==> src/hdl/tsc_pkg.sv <==
// Package for the Taylor sine/cosine unit: widths, fixed-point and reciprocal constants.
// Used by tsc_mul, tsc_div, taylor_sine_cosine_unit and the testbench; depends on nothing.

package tsc_pkg;

   localparam int ANGLE_W     = 32;
   localparam int VALUE_W     = 32;
   localparam int ACC_W       = 34;
   localparam int MUL_W       = 34;
   localparam int PROD_W      = 2 * MUL_W;
   localparam int FRAC_BITS   = 29;
   localparam int SHIFT_W     = PROD_W - FRAC_BITS;
   localparam int DIV_W       = 33;
   localparam int DVSR_W      = 6;
   localparam int QUO_W       = 31;
   localparam int RECIP_SH_21 = 37;
   localparam int RECIP_SH_5  = 34;
   localparam int RECIP_SH_3  = 34;

   localparam logic signed [ACC_W-1:0] PI_Q427      = 34'sd421657428;
   localparam logic signed [ACC_W-1:0] NEG_PI_Q427  = -34'sd421657428;
   localparam logic signed [ACC_W-1:0] HALF_PI_Q427 = 34'sd210828714;
   localparam logic signed [ACC_W-1:0] TWO_PI_Q427  = 34'sd843314856;
   localparam logic signed [MUL_W-1:0] ONE_Q229     = 34'sd536870912;

   localparam logic [DVSR_W-1:0] DVSR_42 = 6'd42;
   localparam logic [DVSR_W-1:0] DVSR_20 = 6'd20;
   localparam logic [DVSR_W-1:0] DVSR_6  = 6'd6;

   // ceil(2^s / d), exact for the dividend widths after the pre-shift
   localparam logic signed [MUL_W-1:0] RECIP_21 = 34'sd6544712071;
   localparam logic signed [MUL_W-1:0] RECIP_5  = 34'sd3435973837;
   localparam logic signed [MUL_W-1:0] RECIP_3  = 34'sd5726623062;

   localparam logic signed [VALUE_W-1:0] VALUE_MAX = 32'sh7fff_ffff;
   localparam logic signed [VALUE_W-1:0] VALUE_MIN = 32'sh8000_0000;

   typedef enum logic [1:0] {
      DIV_BY_42 = 2'd0,
      DIV_BY_20 = 2'd1,
      DIV_BY_6  = 2'd2
   } div_sel_type;

endpackage

==> src/hdl/tsc_mul.sv <==
// Shared signed multiplier with a registered product.
// Depends on tsc_pkg for operand and product widths.

module tsc_mul
   import tsc_pkg::*;
(
   input  logic                     clock,
   input  logic                     en,
   input  logic signed [MUL_W-1:0]  a,
   input  logic signed [MUL_W-1:0]  b,
   output logic signed [PROD_W-1:0] prod
);

   logic signed [PROD_W-1:0] prod_ff;
   logic signed [PROD_W-1:0] prod_in;

   assign prod_in = a * b;

   always_ff @(posedge clock) begin
      if (en) begin
         prod_ff <= prod_in;
      end
   end

   assign prod = prod_ff;

endmodule

==> src/hdl/tsc_div.sv <==
// Division by the constants 42, 20 and 6 through reciprocal multiplication:
// selects the shared multiplier operands and takes the quotient from the product.
// Depends on tsc_pkg for widths, reciprocals and the divisor select type.

module tsc_div
   import tsc_pkg::*;
(
   input  div_sel_type              sel,
   input  logic [DIV_W-1:0]         dividend,
   input  logic signed [PROD_W-1:0] prod,
   output logic signed [MUL_W-1:0]  mul_a,
   output logic signed [MUL_W-1:0]  mul_b,
   output logic [QUO_W-1:0]         quotient
);

   always_comb begin
      case (sel)
         DIV_BY_42: begin
            mul_a    = {2'b00, dividend[DIV_W-1:1]};
            mul_b    = RECIP_21;
            quotient = prod[RECIP_SH_21 +: QUO_W];
         end
         DIV_BY_20: begin
            mul_a    = {3'b000, dividend[DIV_W-1:2]};
            mul_b    = RECIP_5;
            quotient = prod[RECIP_SH_5 +: QUO_W];
         end
         DIV_BY_6: begin
            mul_a    = {2'b00, dividend[DIV_W-1:1]};
            mul_b    = RECIP_3;
            quotient = prod[RECIP_SH_3 +: QUO_W];
         end
         default: begin
            mul_a    = '0;
            mul_b    = '0;
            quotient = '0;
         end
      endcase
   end

endmodule

==> src/hdl/taylor_sine_cosine_unit.sv <==
// Seventh-order Taylor sine/cosine unit: top level with the sequencer.
// Depends on tsc_pkg, tsc_mul and tsc_div.
//
// Usage:
//   A request carries req_action (0 sine, 1 cosine) and req_angle in signed
//   Q4.27 radians. It is taken when req_valid and req_ready are both high.
//   The result rsp_value (signed Q2.29) is offered on rsp_valid and taken
//   when rsp_ready is high.
//   One request is in flight at a time: req_ready is high only while idle.
//   After acceptance the sequencer runs range reduction, then 7 passes
//   through the shared multiplier (the square, three Horner products and
//   three reciprocal products for the divisions by 42, 20 and 6), with a
//   state after each reciprocal product that takes its quotient. The next
//   request is taken the cycle after the response is taken.
//   A stalled receiver holds rsp_valid and rsp_value until rsp_ready.
//   Synchronous reset returns the sequencer to idle and drops any request
//   in progress; the data registers and the product register are not reset.

module taylor_sine_cosine_unit
   import tsc_pkg::*;
(
   input  logic                      clock,
   input  logic                      reset,
   input  logic                      req_valid,
   output logic                      req_ready,
   input  logic                      req_action,
   input  logic signed [ANGLE_W-1:0] req_angle,
   output logic                      rsp_valid,
   input  logic                      rsp_ready,
   output logic signed [VALUE_W-1:0] rsp_value
);

   typedef enum logic [13:0] {
      S_IDLE   = 14'b00000000000001,
      S_REDUCE = 14'b00000000000010,
      S_SQUARE = 14'b00000000000100,
      S_DIV_A  = 14'b00000000001000,
      S_WAIT_A = 14'b00000000010000,
      S_MUL_B  = 14'b00000000100000,
      S_DIV_B  = 14'b00000001000000,
      S_WAIT_B = 14'b00000010000000,
      S_MUL_C  = 14'b00000100000000,
      S_DIV_C  = 14'b00001000000000,
      S_WAIT_C = 14'b00010000000000,
      S_MUL_R  = 14'b00100000000000,
      S_RESP   = 14'b01000000000000,
      S_SPARE  = 14'b10000000000000
   } state_type;

   state_type                state_ff, state_in;
   logic [1:0]               red_cnt_ff, red_cnt_in;
   logic signed [ACC_W-1:0]  x_ff, x_in;
   logic [DIV_W-1:0]         x2_ff, x2_in;
   logic signed [MUL_W-1:0]  h_ff, h_in;

   logic signed [ACC_W-1:0]  x_start;
   logic signed [ACC_W-1:0]  x_step;
   logic signed [MUL_W-1:0]  xs;
   logic signed [MUL_W-1:0]  mul_a;
   logic signed [MUL_W-1:0]  mul_b;
   logic                     mul_en;
   logic signed [PROD_W-1:0] prod;
   logic signed [SHIFT_W-1:0] prod_sh;
   div_sel_type              div_sel;
   logic signed [MUL_W-1:0]  div_a;
   logic signed [MUL_W-1:0]  div_b;
   logic [QUO_W-1:0]         div_quot;
   logic signed [MUL_W-1:0]  h_next;
   logic                     sh_fits;

   assign x_start = ACC_W'(req_angle) + (req_action ? HALF_PI_Q427 : '0);

   always_comb begin
      if (x_ff > PI_Q427) begin
         x_step = x_ff - TWO_PI_Q427;
      end else if (x_ff < NEG_PI_Q427) begin
         x_step = x_ff + TWO_PI_Q427;
      end else begin
         x_step = x_ff;
      end
   end

   assign xs      = {x_ff[MUL_W-3:0], 2'b00};
   assign prod_sh = prod[PROD_W-1:FRAC_BITS];
   assign h_next  = ONE_Q229 - signed'(MUL_W'(div_quot));
   assign sh_fits = (prod_sh[SHIFT_W-1:VALUE_W-1] == '0)
                 || (prod_sh[SHIFT_W-1:VALUE_W-1] == '1);

   always_comb begin
      state_in   = state_ff;
      red_cnt_in = red_cnt_ff;
      x_in       = x_ff;
      x2_in      = x2_ff;
      h_in       = h_ff;
      mul_a      = xs;
      mul_b      = xs;
      mul_en     = 1'b0;
      div_sel    = DIV_BY_42;
      case (state_ff)
         S_IDLE: begin
            if (req_valid) begin
               x_in       = x_start;
               red_cnt_in = '0;
               state_in   = S_REDUCE;
            end
         end
         S_REDUCE: begin
            x_in       = x_step;
            red_cnt_in = red_cnt_ff + 1'b1;
            if (red_cnt_ff == 2'd2) begin
               state_in = S_SQUARE;
            end
         end
         S_SQUARE: begin
            mul_en   = 1'b1;
            state_in = S_DIV_A;
         end
         S_DIV_A: begin
            x2_in    = prod_sh[DIV_W-1:0];
            div_sel  = DIV_BY_42;
            mul_a    = div_a;
            mul_b    = div_b;
            mul_en   = 1'b1;
            state_in = S_WAIT_A;
         end
         S_WAIT_A: begin
            div_sel  = DIV_BY_42;
            h_in     = h_next;
            state_in = S_MUL_B;
         end
         S_MUL_B: begin
            mul_a    = signed'({1'b0, x2_ff});
            mul_b    = h_ff;
            mul_en   = 1'b1;
            state_in = S_DIV_B;
         end
         S_DIV_B: begin
            div_sel  = DIV_BY_20;
            mul_a    = div_a;
            mul_b    = div_b;
            mul_en   = 1'b1;
            state_in = S_WAIT_B;
         end
         S_WAIT_B: begin
            div_sel  = DIV_BY_20;
            h_in     = h_next;
            state_in = S_MUL_C;
         end
         S_MUL_C: begin
            mul_a    = signed'({1'b0, x2_ff});
            mul_b    = h_ff;
            mul_en   = 1'b1;
            state_in = S_DIV_C;
         end
         S_DIV_C: begin
            div_sel  = DIV_BY_6;
            mul_a    = div_a;
            mul_b    = div_b;
            mul_en   = 1'b1;
            state_in = S_WAIT_C;
         end
         S_WAIT_C: begin
            div_sel  = DIV_BY_6;
            h_in     = h_next;
            state_in = S_MUL_R;
         end
         S_MUL_R: begin
            mul_a    = xs;
            mul_b    = h_ff;
            mul_en   = 1'b1;
            state_in = S_RESP;
         end
         S_RESP: begin
            if (rsp_ready) begin
               state_in = S_IDLE;
            end
         end
         default: begin
            state_in = S_IDLE;
         end
      endcase
   end

   always_ff @(posedge clock) begin
      if (reset) begin
         state_ff <= S_IDLE;
      end else begin
         state_ff <= state_in;
      end
   end

   always_ff @(posedge clock) begin
      red_cnt_ff <= red_cnt_in;
      x_ff       <= x_in;
      x2_ff      <= x2_in;
      h_ff       <= h_in;
   end

   tsc_mul u_mul (
      .clock (clock),
      .en    (mul_en),
      .a     (mul_a),
      .b     (mul_b),
      .prod  (prod)
   );

   tsc_div u_div (
      .sel      (div_sel),
      .dividend (prod_sh[DIV_W-1:0]),
      .prod     (prod),
      .mul_a    (div_a),
      .mul_b    (div_b),
      .quotient (div_quot)
   );

   assign req_ready = (state_ff == S_IDLE);
   assign rsp_valid = (state_ff == S_RESP);

   always_comb begin
      if (sh_fits) begin
         rsp_value = prod_sh[VALUE_W-1:0];
      end else if (prod_sh[SHIFT_W-1]) begin
         rsp_value = VALUE_MIN;
      end else begin
         rsp_value = VALUE_MAX;
      end
   end

endmodule

==> config.mk <==
export PLATFORM = sky130hd
export DESIGN_NAME = taylor_sine_cosine_unit
export DESIGN_NICKNAME = d
export VERILOG_FILES = /design/src/hdl/tsc_pkg.sv /design/src/hdl/tsc_mul.sv /design/src/hdl/tsc_div.sv /design/src/hdl/taylor_sine_cosine_unit.sv
export SDC_FILE = /design/constraint.sdc
export NUM_CORES = 2
export LEC_CHECK = 0
export BUFFER_PORTS_ARGS = -buffer_cell sky130_fd_sc_hd__buf_2
export CAP_MARGIN = 20
export CORE_ASPECT_RATIO = 0.9
export CORE_MARGIN = 8
export CORE_UTILIZATION = 45
export DETAILED_ROUTE_END_ITERATION = 16
export PLACE_DENSITY = 0.57
export SLEW_MARGIN = 15
export SYNTH_ARGS = -nofsm -noshare
export SYNTH_HDL_FRONTEND = slang
export SYNTH_SLANG_ARGS = --single-unit
==> constraint.sdc <==
create_clock -name clock -period 22.7 [get_ports clock]
set_clock_uncertainty 0.1 [all_clocks]
set_input_delay 2.27 -clock clock [delete_from_list [all_inputs] [get_ports clock]]
set_output_delay 2.27 -clock clock [all_outputs]
set_load 0.01 [all_outputs]
==> summary.txt <==
Final layout
  • Fraction of layout cells with a size suffix above 1: approximately 5.5%
  • Synth-to-Final Area Change: 6.139%
  • Fin nets: ~6900

CTS
  • PostCTS Resize Cnt: 0
  • CTS sink cnt: 153
  • Clock root buffer: clkbuf_16
  • Longest Clk Path Bufs: 2
  • CTS tree: yes
  • Clock latency on the worst-skew pair: 460 ps
  • Clock Pin Slew Worst Setup and Hold Paths: roughly 70 ps
  • H-tree Lvls: 4
  • Total CTS buffers: 17
  • Hold-fix buffers, CTS: 0
  • Post-CTS Setup Repair Bufs: 0

Global route
  • Largest net degree at the start of global routing: 51
  • Vias in the first global route: ~40000
  • GR Overflow Total: 0
  • Global Route Usage Sum: 30.03%
  • GR Layer Usage met2: 44.66%
  • Grt peak-use layer: met2
  • Met1 Resource Use GR: between 40% and 50%
  • GR met3 Demand/Resource: 8.545%
  • First-pass GRT wire length: approximately 270 mm
  • Initial antenna violation count: 9

Die
  • Row cnt: around 120
  • Die area: roughly 120000 um2
  • Die height: 331.4 um
  • Initial core utilization: between 40% and 50%
  • # IOs: 71
  • Die Wd: about 370 um
  • CORE AREA: 109500 um2

Synthesis
  • Main synth FF type: edfxtp_1
  • Ys async rst share: 0%
  • Mean Syn Cell Area: approximately 9.1 um2
  • Mapped cell area: slightly below 50000 um2
  • Netlist cell types: slightly below 80
  • Yosys top cell area share: around 50%
  • Cell with the most instances after synthesis: fa_1
  • Syn nets: 7000
  • Top post-synthesis cells by count: fa_1, inv_1, nor2_1
  • Post-synth EDFFs: between 100 and 150
  • Main area contributors after synthesis: fa_1, inv_1, edfxtp_1
  • Synth Instances: ~5500
  • Post-synthesis sequential area ratio: between 8 and 9%
  • Number of synthesized register bits: between 150 and 200
  • Synth area leader: fa_1
  • Synth Warn #: 0

Setup path
  • Worst Setup Path Type: flip-flop to flip-flop
  • CP required: between 20000 and 25000 ps
  • Reg2reg path depth: 38
  • Worst path slowest cell: a21oi_4
  • WP data arrival: 12820 ps
  • Cell repeated most along the worst path: fa_1
  • Levels on crit path: 38
  • Setup crit end kind: flip-flop
  • CP max FO: between 40 and 50
  • Crit start category: flip-flop
  • Critical Path Max Stage Delay: about 960 ps
  • Delay-heaviest family, CP: adder cells
  • Buf+Inv Stages, Crit Path: 9

Timing
  • Fin crit period: approximately 13000 ps
  • Final setup fails: 0
  • Final Slew Violations: 0
  • RSZ-0062 raised after global routing: no
  • Slew margin rel.: between 15 and 20%
  • Hold slack: approximately 410 ps
  • Setup tns final: 0 ps
  • Worst slew pin tran: 1264 ps
  • Final Hold Viols: 0
  • Fmax: approximately 79 MHz
  • Fin crit share: 56.03%
  • Worst setup margin: 9982 ps

Drt
  • DRT Pass-1 Iters: 6
  • Vias: roughly 39000
  • Routed len/inst: about 26 um
  • Final ANT Viol Nets: 0
  • First DRT Iteration DRCs: around 4100
  • Vias/cell: around 5.7
  • DRC errors left: 0
  • Routed Wire Length: roughly 180 mm

Placement
  • Port bufs: 70
  • Pre-CTS setup slack: approximately 10000 ps
  • DP Wirelength: between 100 and 150 mm
  • GP Congestion: slightly below 1

Run status
  • Status: complete, no violations

Min path
  • Cell depth of the worst hold path: 0
  • HP Class: flip-flop to flip-flop

Flow run
  • Max-Cap Viols: 0
-- cell type report --
| type | instances | area [um2] |
|---|---|---|
| antenna | 5 | 12.51 |
| clock inverter | 13 | 193.9 |
| multi-input combinational | 3842 | 40020 |
| fill | 10570 | 56700 |
| clock buffer | 19 | 432.9 |
| tap | 1462 | 1829 |
| sequential | 153 | 4464 |
| inverter | 1210 | 4542 |
| timing repair buffer | 192 | 1306 |
-- per-layer routing --
metal | share of wire (%) | wire length, um
met3 | 12 | 21480
met5 | 0.11 | 198
met1 | 40 | 73100
met4 | 5.3 | 9674
met2 | 43 | 78220
-- worst paths after layout --
check,startpoint,end,slack [ps]
worst max register to register,state_ff[0]$_SDFFE_PP1P_,u_mul.prod[61]$_DFFE_PP_,9980
worst min register to register,u_mul.prod[30]$_DFFE_PP_,x2_ff[1]$_DFFE_PP_,410
worst max-delay path,state_ff[0]$_SDFFE_PP1P_,u_mul.prod[61]$_DFFE_PP_,9980
worst min-delay path,u_mul.prod[30]$_DFFE_PP_,x2_ff[1]$_DFFE_PP_,410
-- cells in the final DEF, fill, tap and decap left out, types with 16 or more instances in the layout --
cell type     n
and2_1       27
fa_1       1241
and3_1       35
xnor2_1      77
a31oi_1      16
ha_1        250
a21oi_1     102
buf_4       119
o21a_1       45
nand4_1      17
nor2b_1      19
nand2b_1     27
nand2_1     677
nand3_1      52
buf_2        70
edfxtp_1    140
nor2_1      734
a21o_1       78
nor3_1       29
a21oi_2      18
clkbuf_16    17
o21ai_0      80
inv_1      1210
a22oi_1      64
xor2_1       56
-- flip-flops by register name (all words and copies together) (netlist names) --
name,flops
x_ff,34
h_ff,32
red_cnt_ff,2
x2_ff,33
u_mul.prod,39
state_ff,13
-- through the flow --
stage | instance area (um2) | util, % | cells
after global placement | 52100 | 47.58 | 6856
after detailed placement | 52140 | 47.61 | 6858
after CTS | 52760 | 48.18 | 6890
after floorplan | 49750 | - | 5471
after global routing | 52790 | 48.21 | 6891
final | 52800 | 48.22 | 6896
-- kinds of logic (layout without fill, tap and decap cells) --
kind of cell             after synthesis  in the layout  synth area share [%]
AO/OA/AOI/OAI                        531            531                 7.100
XOR/XNOR                             133            133                 2.342
adder cells (fa/ha/maj)             1492           1492                 56.25
buffers and inverters               1476           1434                 11.16
flip-flops                           153            153                 8.974
multiplexers                           5              5                0.1056
other                                  0              5                     0
AND/OR/NAND/NOR                     1681           1681                 14.07
Power is not shown: default switching activity piles up to over one toggle a cycle in this logic, so the estimate is an artifact.
